==> config.mk <==
export PLATFORM = sky130hd
export DESIGN_NAME = rolling_hash_pattern_matcher
export DESIGN_NICKNAME = d
export VERILOG_FILES = /design/src/hw/rtl/rhpm_pkg.sv /design/src/hw/rtl/rhpm_front.sv /design/src/hw/rtl/rhpm_fifo.sv /design/src/hw/rtl/rhpm_back.sv /design/src/hw/rtl/rolling_hash_pattern_matcher.sv
export SDC_FILE = /design/constraint.sdc
export NUM_CORES = 1
export LEC_CHECK = 0
export BUFFER_PORTS_ARGS = -buffer_cell sky130_fd_sc_hd__buf_2
export CAP_MARGIN = 20
export CELL_PAD_IN_SITES_DETAIL_PLACEMENT = 1
export CELL_PAD_IN_SITES_GLOBAL_PLACEMENT = 1
export CORE_MARGIN = 3
export CORE_UTILIZATION = 45
export DETAILED_ROUTE_END_ITERATION = 6
export HOLD_SLACK_MARGIN = 0.08
export PLACE_DENSITY_LB_ADDON = 0.05
export SLEW_MARGIN = 20
export SYNTH_ARGS = -nofsm -noshare
export SYNTH_HDL_FRONTEND = slang
export SYNTH_HIERARCHICAL = 1
export SYNTH_SLANG_ARGS = --single-unit
==> constraint.sdc <==
create_clock -name clk -period 7.8 [get_ports clk]
set_clock_uncertainty 0.2 [all_clocks]
set_input_delay 0.39 -clock clk [delete_from_list [all_inputs] [get_ports clk]]
set_output_delay 0.39 -clock clk [all_outputs]
set_load 0.05 [all_outputs]
==> src/hw/rtl/rhpm_pkg.sv <==
// ----------------------------------------------------------------------------
// rhpm_pkg
// types and fixed constants of the rolling hash pattern matcher
// ----------------------------------------------------------------------------
package rhpm_pkg;

    localparam int PATTERN_BITS = 64;
    localparam int ENTRY_BYTES  = 8;
    localparam int BYTE_IDX_W   = 3;
    localparam int LENGTH_W     = 4;
    localparam int OUT_POS_W    = 32;
    localparam int COUNT_W      = 32;
    localparam int CFG_INDEX_W  = 2;
    localparam int QUEUE_DEPTH  = 2;

    localparam logic [CFG_INDEX_W-1:0] CFG_PATTERN_BYTES  = 2'd0;
    localparam logic [CFG_INDEX_W-1:0] CFG_PATTERN_LENGTH = 2'd1;

    typedef struct packed {
        logic [7:0] text_byte;
        logic       start_of_text;
    } text_item_t;

    typedef struct packed {
        logic                 window_full;
        logic                 hash_hit;
        logic                 match_found;
        logic [OUT_POS_W-1:0] match_position;
        logic [COUNT_W-1:0]   match_count;
    } result_item_t;

    typedef struct packed {
        logic [ENTRY_BYTES*8-1:0] window;
        logic                     full;
        logic [OUT_POS_W-1:0]     position;
        logic                     start;
    } queue_entry_t;

    typedef struct packed {
        logic full;
        logic empty;
    } queue_status_t;

    typedef enum logic [1:0] {
        BK_IDLE,
        BK_LOAD,
        BK_REDUCE,
        BK_DONE
    } back_state_t;

endpackage

==> src/hw/rtl/rhpm_front.sv <==
// ----------------------------------------------------------------------------
// rhpm_front
// takes text items, shifts the window, tracks position and fills the queue
// ----------------------------------------------------------------------------
module rhpm_front #(
    parameter int MAX_PATTERN   = 8,
    parameter int POSITION_BITS = 32
) (
    input  logic                           clk,
    input  logic                           rst_n,
    input  logic                           text_valid,
    output logic                           text_stall,
    input  rhpm_pkg::text_item_t           text_item,
    input  logic [rhpm_pkg::LENGTH_W-1:0]  length,
    input  rhpm_pkg::queue_status_t        q_status,
    output logic                           push,
    output rhpm_pkg::queue_entry_t         entry
);

    logic [7:0]               window_reg  [MAX_PATTERN];
    logic [7:0]               window_next [MAX_PATTERN];
    logic [7:0]               window_base [MAX_PATTERN];
    logic [POSITION_BITS-1:0] seen_reg;
    logic [POSITION_BITS-1:0] seen_next;
    logic [POSITION_BITS-1:0] seen_base;
    logic [POSITION_BITS-1:0] pos_wide;
    logic [POSITION_BITS+rhpm_pkg::OUT_POS_W-1:0] pos_ext;
    logic                     full;

    assign text_stall = q_status.full;
    assign push       = text_valid && !q_status.full;

    always_comb
    begin
        for (int j = 0; j < MAX_PATTERN; j++)
        begin
            window_base[j] = text_item.start_of_text ? 8'd0 : window_reg[j];
        end
        for (int j = 0; j < MAX_PATTERN - 1; j++)
        begin
            window_next[j] = window_base[j + 1];
        end
        window_next[MAX_PATTERN - 1] = text_item.text_byte;

        seen_base = text_item.start_of_text ? '0 : seen_reg;
        seen_next = (seen_base == '1) ? seen_base : seen_base + 1'b1;
        full      = seen_next >= POSITION_BITS'(length);
        pos_wide  = full ? seen_next - POSITION_BITS'(length) : '0;
        pos_ext   = {rhpm_pkg::OUT_POS_W'(0), pos_wide};

        entry.window = '0;
        for (int j = 0; j < MAX_PATTERN; j++)
        begin
            entry.window[j*8 +: 8] = window_next[j];
        end
        entry.full     = full;
        entry.position = pos_ext[rhpm_pkg::OUT_POS_W-1:0];
        entry.start    = text_item.start_of_text;
    end

    always_ff @(posedge clk or negedge rst_n)
    begin
        if (!rst_n)
        begin
            for (int j = 0; j < MAX_PATTERN; j++)
            begin
                window_reg[j] <= 8'd0;
            end
            seen_reg <= '0;
        end
        else if (push)
        begin
            for (int j = 0; j < MAX_PATTERN; j++)
            begin
                window_reg[j] <= window_next[j];
            end
            seen_reg <= seen_next;
        end
    end

endmodule

==> src/hw/rtl/rhpm_fifo.sv <==
// ----------------------------------------------------------------------------
// rhpm_fifo
// short queue of classified items between front and back
// ----------------------------------------------------------------------------
module rhpm_fifo (
    input  logic                    clk,
    input  logic                    rst_n,
    input  logic                    push,
    input  rhpm_pkg::queue_entry_t  entry_in,
    input  logic                    pop,
    output rhpm_pkg::queue_entry_t  entry_out,
    output rhpm_pkg::queue_status_t status
);

    localparam int PTR_W = $clog2(rhpm_pkg::QUEUE_DEPTH);
    localparam int CNT_W = $clog2(rhpm_pkg::QUEUE_DEPTH + 1);

    rhpm_pkg::queue_entry_t slot_reg [rhpm_pkg::QUEUE_DEPTH];
    logic [PTR_W-1:0]       wr_ptr_reg;
    logic [PTR_W-1:0]       rd_ptr_reg;
    logic [CNT_W-1:0]       fill_reg;

    assign entry_out    = slot_reg[rd_ptr_reg];
    assign status.full  = fill_reg == CNT_W'(rhpm_pkg::QUEUE_DEPTH);
    assign status.empty = fill_reg == '0;

    always_ff @(posedge clk or negedge rst_n)
    begin
        if (!rst_n)
        begin
            wr_ptr_reg <= '0;
            rd_ptr_reg <= '0;
            fill_reg   <= '0;
        end
        else
        begin
            if (push)
            begin
                wr_ptr_reg <= wr_ptr_reg + 1'b1;
            end
            if (pop)
            begin
                rd_ptr_reg <= rd_ptr_reg + 1'b1;
            end
            if (push && !pop)
            begin
                fill_reg <= fill_reg + 1'b1;
            end
            else if (pop && !push)
            begin
                fill_reg <= fill_reg - 1'b1;
            end
        end
    end

    always_ff @(posedge clk)
    begin
        if (push)
        begin
            slot_reg[wr_ptr_reg] <= entry_in;
        end
    end

endmodule

==> src/hw/rtl/rhpm_back.sv <==
// ----------------------------------------------------------------------------
// rhpm_back
// horner hash of window and pattern with a reciprocal-multiply reduction,
// exact compare, saturating count and result register
// ----------------------------------------------------------------------------
module rhpm_back #(
    parameter int MAX_PATTERN = 8,
    parameter int RADIX       = 10,
    parameter int MODULUS     = 91
) (
    input  logic                              clk,
    input  logic                              rst_n,
    input  rhpm_pkg::queue_status_t           q_status,
    output logic                              pop,
    input  rhpm_pkg::queue_entry_t            entry_in,
    input  logic [rhpm_pkg::LENGTH_W-1:0]     length,
    input  logic [rhpm_pkg::PATTERN_BITS-1:0] pattern_bytes,
    output logic                              result_valid,
    input  logic                              result_stall,
    output rhpm_pkg::result_item_t            result_item
);

    localparam int HASH_W = $clog2(MODULUS);
    localparam int QB     = $clog2(RADIX + 256);
    localparam int VW     = HASH_W + QB;
    localparam int SW     = 2;
    localparam int KW     = (MAX_PATTERN > 1) ? $clog2(MAX_PATTERN) : 1;
    localparam int MU     = (1 << VW) / MODULUS;

    rhpm_pkg::back_state_t  state_reg, state_next;
    rhpm_pkg::queue_entry_t entry_reg, entry_next;
    logic [KW-1:0]          k_reg, k_next;
    logic [SW-1:0]          step_reg, step_next;
    logic [HASH_W-1:0]      th_reg, th_next;
    logic [HASH_W-1:0]      ph_reg, ph_next;
    logic [VW-1:0]          rem_t_reg, rem_t_next;
    logic [VW-1:0]          rem_p_reg, rem_p_next;
    logic [QB-1:0]          quot_t_reg, quot_t_next;
    logic [QB-1:0]          quot_p_reg, quot_p_next;
    logic                   eq_reg, eq_next;
    logic [rhpm_pkg::COUNT_W-1:0] count_reg, count_next;
    logic                   out_valid_reg, out_valid_next;
    rhpm_pkg::result_item_t out_item_reg, out_item_next;

    logic [rhpm_pkg::LENGTH_W-1:0]   win_idx;
    logic [rhpm_pkg::BYTE_IDX_W-1:0] pat_idx;
    logic [7:0]                      wbyte;
    logic [7:0]                      pbyte;
    logic [2*VW-1:0]                 prod_t;
    logic [2*VW-1:0]                 prod_p;
    logic [VW-1:0]                   red_t;
    logic [VW-1:0]                   red_p;
    logic                            last_k;
    logic                            hit;
    logic                            match;
    logic [rhpm_pkg::COUNT_W-1:0]    count_base;
    logic [rhpm_pkg::COUNT_W-1:0]    count_new;

    assign result_valid = out_valid_reg;
    assign result_item  = out_item_reg;

    always_comb
    begin
        win_idx = rhpm_pkg::LENGTH_W'(MAX_PATTERN) - length + rhpm_pkg::LENGTH_W'(k_reg);
        pat_idx = rhpm_pkg::BYTE_IDX_W'(k_reg);
        wbyte   = entry_reg.window[win_idx[rhpm_pkg::BYTE_IDX_W-1:0]*8 +: 8];
        pbyte   = pattern_bytes[pat_idx*8 +: 8];
        prod_t  = (2*VW)'(rem_t_reg) * (2*VW)'(MU);
        prod_p  = (2*VW)'(rem_p_reg) * (2*VW)'(MU);
        red_t   = (rem_t_reg >= VW'(MODULUS)) ? rem_t_reg - VW'(MODULUS) : rem_t_reg;
        red_p   = (rem_p_reg >= VW'(MODULUS)) ? rem_p_reg - VW'(MODULUS) : rem_p_reg;
        last_k  = rhpm_pkg::LENGTH_W'(k_reg) == length - 1'b1;
        hit     = entry_reg.full && (th_reg == ph_reg);
        match   = hit && eq_reg;
        count_base = entry_reg.start ? '0 : count_reg;
        count_new  = (match && count_base != '1) ? count_base + 1'b1 : count_base;

        state_next     = state_reg;
        entry_next     = entry_reg;
        k_next         = k_reg;
        step_next      = step_reg;
        th_next        = th_reg;
        ph_next        = ph_reg;
        rem_t_next     = rem_t_reg;
        rem_p_next     = rem_p_reg;
        quot_t_next    = quot_t_reg;
        quot_p_next    = quot_p_reg;
        eq_next        = eq_reg;
        count_next     = count_reg;
        out_valid_next = out_valid_reg;
        out_item_next  = out_item_reg;
        pop            = 1'b0;

        if (out_valid_reg && !result_stall)
        begin
            out_valid_next = 1'b0;
        end

        unique case (state_reg)
            rhpm_pkg::BK_IDLE:
            begin
                if (!q_status.empty)
                begin
                    pop        = 1'b1;
                    entry_next = entry_in;
                    th_next    = '0;
                    ph_next    = '0;
                    k_next     = '0;
                    eq_next    = 1'b1;
                    state_next = rhpm_pkg::BK_LOAD;
                end
            end
            rhpm_pkg::BK_LOAD:
            begin
                rem_t_next = VW'(RADIX) * VW'(th_reg) + VW'(wbyte);
                rem_p_next = VW'(RADIX) * VW'(ph_reg) + VW'(pbyte);
                eq_next    = eq_reg && (wbyte == pbyte);
                step_next  = SW'(2);
                state_next = rhpm_pkg::BK_REDUCE;
            end
            rhpm_pkg::BK_REDUCE:
            begin
                if (step_reg == SW'(2))
                begin
                    // quotient estimate, low by at most one
                    quot_t_next = prod_t[VW +: QB];
                    quot_p_next = prod_p[VW +: QB];
                    step_next   = SW'(1);
                end
                else if (step_reg == SW'(1))
                begin
                    rem_t_next = rem_t_reg - VW'(quot_t_reg) * VW'(MODULUS);
                    rem_p_next = rem_p_reg - VW'(quot_p_reg) * VW'(MODULUS);
                    step_next  = '0;
                end
                else
                begin
                    th_next = red_t[HASH_W-1:0];
                    ph_next = red_p[HASH_W-1:0];
                    if (last_k)
                    begin
                        state_next = rhpm_pkg::BK_DONE;
                    end
                    else
                    begin
                        k_next     = k_reg + 1'b1;
                        state_next = rhpm_pkg::BK_LOAD;
                    end
                end
            end
            rhpm_pkg::BK_DONE:
            begin
                if (!out_valid_reg || !result_stall)
                begin
                    out_valid_next               = 1'b1;
                    out_item_next.window_full    = entry_reg.full;
                    out_item_next.hash_hit       = hit;
                    out_item_next.match_found    = match;
                    out_item_next.match_position = entry_reg.position;
                    out_item_next.match_count    = count_new;
                    count_next                   = count_new;
                    state_next                   = rhpm_pkg::BK_IDLE;
                end
            end
            default:
            begin
                state_next = rhpm_pkg::BK_IDLE;
            end
        endcase
    end

    always_ff @(posedge clk or negedge rst_n)
    begin
        if (!rst_n)
        begin
            state_reg     <= rhpm_pkg::BK_IDLE;
            count_reg     <= '0;
            out_valid_reg <= 1'b0;
        end
        else
        begin
            state_reg     <= state_next;
            count_reg     <= count_next;
            out_valid_reg <= out_valid_next;
        end
    end

    always_ff @(posedge clk)
    begin
        entry_reg    <= entry_next;
        k_reg        <= k_next;
        step_reg     <= step_next;
        th_reg       <= th_next;
        ph_reg       <= ph_next;
        rem_t_reg    <= rem_t_next;
        rem_p_reg    <= rem_p_next;
        quot_t_reg   <= quot_t_next;
        quot_p_reg   <= quot_p_next;
        eq_reg       <= eq_next;
        out_item_reg <= out_item_next;
    end

endmodule

==> src/hw/rtl/rolling_hash_pattern_matcher.sv <==
// ----------------------------------------------------------------------------
// rolling_hash_pattern_matcher
// rabin-karp matcher over a byte stream with configurable pattern
// ----------------------------------------------------------------------------
//  channel   direction  handshake               payload
//  text      in         text_valid/text_stall   rhpm_pkg::text_item_t
//  result    out        result_valid/result_stall rhpm_pkg::result_item_t
//  cfg       in         cfg_valid/cfg_ready     cfg_index, cfg_data
//
//  the front takes one item per cycle into a two-entry queue, text stalls when it is full
//  the back works on one item at a time: a pop, then per pattern byte a horner
//  multiply-add and a reciprocal reduction in three steps, then the result
//  rst_n clears window, position, count and queue; pattern resets to length 1
//  a stalled result holds in its register while the back finishes the next item
// ----------------------------------------------------------------------------
module rolling_hash_pattern_matcher #(
    parameter int MAX_PATTERN   = 8,
    parameter int RADIX         = 10,
    parameter int MODULUS       = 91,
    parameter int POSITION_BITS = 32
) (
    input  logic                                 clk,
    input  logic                                 rst_n,
    input  logic                                 text_valid,
    output logic                                 text_stall,
    input  rhpm_pkg::text_item_t                 text_item,
    output logic                                 result_valid,
    input  logic                                 result_stall,
    output rhpm_pkg::result_item_t               result_item,
    input  logic                                 cfg_valid,
    output logic                                 cfg_ready,
    input  logic [rhpm_pkg::CFG_INDEX_W-1:0]     cfg_index,
    input  logic [rhpm_pkg::PATTERN_BITS-1:0]    cfg_data
);

    logic [rhpm_pkg::PATTERN_BITS-1:0] pattern_bytes_reg, pattern_bytes_next;
    logic [rhpm_pkg::LENGTH_W-1:0]     pattern_length_reg, pattern_length_next;
    logic [rhpm_pkg::LENGTH_W-1:0]     length;
    rhpm_pkg::queue_status_t           q_status;
    rhpm_pkg::queue_entry_t            push_entry;
    rhpm_pkg::queue_entry_t            pop_entry;
    logic                              push;
    logic                              pop;

    assign cfg_ready = 1'b1;

    always_comb
    begin
        pattern_bytes_next  = pattern_bytes_reg;
        pattern_length_next = pattern_length_reg;
        if (cfg_valid)
        begin
            unique case (cfg_index)
                rhpm_pkg::CFG_PATTERN_BYTES:  pattern_bytes_next = cfg_data;
                rhpm_pkg::CFG_PATTERN_LENGTH:
                    pattern_length_next = cfg_data[rhpm_pkg::LENGTH_W-1:0];
                default: ;
            endcase
        end
    end

    always_ff @(posedge clk or negedge rst_n)
    begin
        if (!rst_n)
        begin
            pattern_bytes_reg  <= '0;
            pattern_length_reg <= rhpm_pkg::LENGTH_W'(1);
        end
        else
        begin
            pattern_bytes_reg  <= pattern_bytes_next;
            pattern_length_reg <= pattern_length_next;
        end
    end

    // length in use, clamped to 1..MAX_PATTERN
    always_comb
    begin
        if (pattern_length_reg == '0)
        begin
            length = rhpm_pkg::LENGTH_W'(1);
        end
        else if (pattern_length_reg > rhpm_pkg::LENGTH_W'(MAX_PATTERN))
        begin
            length = rhpm_pkg::LENGTH_W'(MAX_PATTERN);
        end
        else
        begin
            length = pattern_length_reg;
        end
    end

    rhpm_front #(
        .MAX_PATTERN   (MAX_PATTERN),
        .POSITION_BITS (POSITION_BITS)
    ) u_front (
        .clk        (clk),
        .rst_n      (rst_n),
        .text_valid (text_valid),
        .text_stall (text_stall),
        .text_item  (text_item),
        .length     (length),
        .q_status   (q_status),
        .push       (push),
        .entry      (push_entry)
    );

    rhpm_fifo u_fifo (
        .clk       (clk),
        .rst_n     (rst_n),
        .push      (push),
        .entry_in  (push_entry),
        .pop       (pop),
        .entry_out (pop_entry),
        .status    (q_status)
    );

    rhpm_back #(
        .MAX_PATTERN (MAX_PATTERN),
        .RADIX       (RADIX),
        .MODULUS     (MODULUS)
    ) u_back (
        .clk           (clk),
        .rst_n         (rst_n),
        .q_status      (q_status),
        .pop           (pop),
        .entry_in      (pop_entry),
        .length        (length),
        .pattern_bytes (pattern_bytes_reg),
        .result_valid  (result_valid),
        .result_stall  (result_stall),
        .result_item   (result_item)
    );

endmodule

==> flow_summary.yaml <==
run_status:
  outcome: "complete, no violations"
drt:
  ant_nets: 0
  drtPass1Iterations: 5
  wirelength_mm: 86.7
  via_per_inst: 5.35
  drc: 0
  initialDrtViolationCount: 1137
  wl_per_cell_um: 20.7
  vias: 22400
die:
  rows: 102
  die_h_um: 287
  die_w_um: 287
  start_util_pct: 45.7
  dieArea_um2: 82500
  io_pins: 150
  core_um2: 77800
timing:
  hold_violations: 0
  finalMaxSlewViolations: 0
  final.setup.worst_slack_ns: 1.82
  max_freq_mhz: 167
  finalSetupTns_ns: 0
  fin_crit_ns: 5.98
  finalSetupViolCount: 0
  worst_pin_slew_ns: 1.06
  rsz0062_at_grt: "no"
  finalCritPeriodShare_pct: 76.6
  maxSlewHeadroom_pct: 29.4
clocking:
  cts_buffer_depth: 3
  clock_latency_ns: 0.63
  post_cts_buffers: 0
  cts_num_sinks: 626
  htree_levels: 3
  tritoncts: "built"
  clkTransAtPathRegs_ns: 0.05
  cts_buffers: 73
  cts_root_buffer: "clkbuf_16"
synthesis:
  synth_area_um2: 35600
  syn_nets: 3250
  synth_edf_count: 431
  yosys.area_share.simple_pct: 10.5
  synth_adder_area_share_pct: 13.5
  synth-xor-area-share_pct: 4.12
  synth_warnings: 6
  synthArstFlopShare_pct: 31.2
  avgSynthCellArea_um2: 12.5
  synthFlopType: "edfxtp_1"
  synth_mux_area_share_pct: 11.1
  ys_types: 90
  synth_compound_area_share_pct: 5.41
  synth_top_family_by_area: "adder cells"
  ys_seq_area_share_pct: 50.1
  ys_ff_latch: 626
  syn_inst: 2853
finish:
  stdcell_count: 4184
  synthToLayoutAreaGrowth_pct: 14.0
  multi_input_area_um2: 15900
  seq_area_um2: 17800
  nNetsFinal: 3481
  fill_cells: 8019
  final_common_cell: "edfxtp_1"
  drive_above_1_share_pct: 18.7
  largest_reg_flops: 196
  final_cell_mix: "edfxtp_1, inv_1, ha_1"
worst_setup_path:
  r2r_end: "u_back/rem_t_reg[8]$_DFFE_PP_"
  start_kind: "input port"
  worstSetupPathType: "in2reg"
  crit_arrival_ns: 6.13
  reg2reg_setup_slack_ns: 2.17
  critPathRequiredTime_ns: 7.95
  cp-end-kind: "register"
  worstPathMaxFanout: 31
  r2r-start: "pattern_length_reg[0]$_DFFE_PN1P_"
  rr_worst_depth: 18
place:
  io_buffers: 148
  placedCellCount: 3957
  dp_hpwl_mm: 59.8
  pre_cts_ws_ns: 1.78
  gp_congestion: 0.799
global_route:
  grt_max_degree: 76
  grt_pass1_wl_mm: 138
  antenna_found_initial: 1
  track_usage_pct: 21.3
  overflow: 0
  grt_pass1_vias: 24700
worst_hold_path:
  hp-class: "in2async"
flow_run:
  maxCapViolations: 0
-- cell type report --
| type | count | share of cell area (%) |
|---|---|---|
| Timing Repair Buffer | 268 | 4.69 |
| Inverter | 320 | 2.96 |
| Clock inverter | 26 | 0.962 |
| Antenna cell | 1 | 0.00616 |
| Tap cell | 1040 | 3.21 |
| Multi-Input combinational cell | 1795 | 39.2 |
| Sequential cell | 626 | 43.9 |
| Clock buffer | 108 | 5.02 |
-- kinds of logic after synthesis --
logic type	after synthesis
adder cells (fa/ha/maj)	317
buffers and inverters	432
flip-flops	626
multiplexers	303
AND/OR/NAND/NOR	709
other	1
AO/OA/AOI/OAI	299
XOR/XNOR	166
-- critical path: stages --
cell and delay [ns]:
dlygate4sd3_1 0.52, buf_2 0.31, buf_4 0.33, nor2b_1 0.22, ha_1 0.28, and4b_1 0.35
nand4_1 0.70, xnor2_1 0.46, ha_1 0.20, inv_1 0.06, fa_1 0.42, nand3_1 0.11
nand2_1 0.08, nor3_1 0.34, and2_0 0.18, buf_4 0.22, and2_1 0.24, and4_4 0.54
nor2_1 0.15
-- how the worst max path moves through the flow --
| stage | startpoint | endpoint | slack (ns) | cells past startpoint |
|---|---|---|---|---|
| after floorplan | u_fifo/fill_reg[1]$_DFFE_PN0P_ | u_fifo/slot_reg[0][0]$_DFFE_PP_ | 0.85 | 7 |
| after global routing | text_item[0] | u_fifo/slot_reg[0][11]$_DFFE_PP_ | 1.46 | 19 |
| after CTS | text_item[0] | u_fifo/slot_reg[1][3]$_DFFE_PP_ | 1.91 | 19 |
| after global placement | text_item[0] | u_fifo/slot_reg[0][20]$_DFFE_PP_ | 2.05 | 18 |
| after detailed placement | text_item[0] | u_fifo/slot_reg[1][3]$_DFFE_PP_ | 1.78 | 18 |
| final | text_item[0] | u_fifo/slot_reg[1][3]$_DFFE_PP_ | 1.82 | 19 |
-- repair_timing --
item                      4_1_cts  5_1_grt
resized for setup               0        0
hold buffers                   91        0
hold endpoints to repair      155        0
-- cell usage after synthesis (all sizes together) (18+ instances only) --
cell / n / share of area [%]
edfxtp: 431 / 36
inv: 319 / 3.4
mux2: 233 / 8.1
ha: 203 / 7.1
dfrtp: 194 / 14
nand2: 165 / 1.7
nor2: 161 / 1.7
fa: 114 / 6.4
xnor2: 104 / 2.6
nor2b: 96 / 1.7
o21ai: 85 / 1.2
a21oi: 76 / 1.1
xor2: 61 / 1.5
buf: 59 / 1.4
nand3: 56 / 0.79
clkbuf: 53 / 0.56
mux2i: 42 / 1.2
nand4: 38 / 0.73
nor3: 36 / 0.52
mux4: 28 / 1.8
and2: 24 / 0.42
nor4: 24 / 0.51
a21o: 20 / 0.42
a31oi: 20 / 0.35
and3: 18 / 0.34
nand2b: 18 / 0.34
-- routing by layer --
metal / share of wire [%] / up-vias / global-route usage [%] / wire, um
li1: - / 10500 / - / -
met1: 44 / 11400 / 27.7 / 38200
met2: 50 / 333 / 37.1 / 43100
met3: 3.6 / 127 / 3.10 / 3130
met4: 2.6 / 0 / 6.14 / 2230
met5: 0 / - / 0 / 0
-- through the flow --
step	hold WS, ns	area, um2	utilization (%)
floorplan	-0.106	35600	-
global placement	0.202	37200	47.8
detailed placement	0.205	37200	47.8
CTS	0.112	40600	52.1
global route	0.161	40600	52.1
finish	0.122	40600	52.1
Power is not shown: default switching activity piles up to over one toggle a cycle in this logic, so the estimate is an artifact.
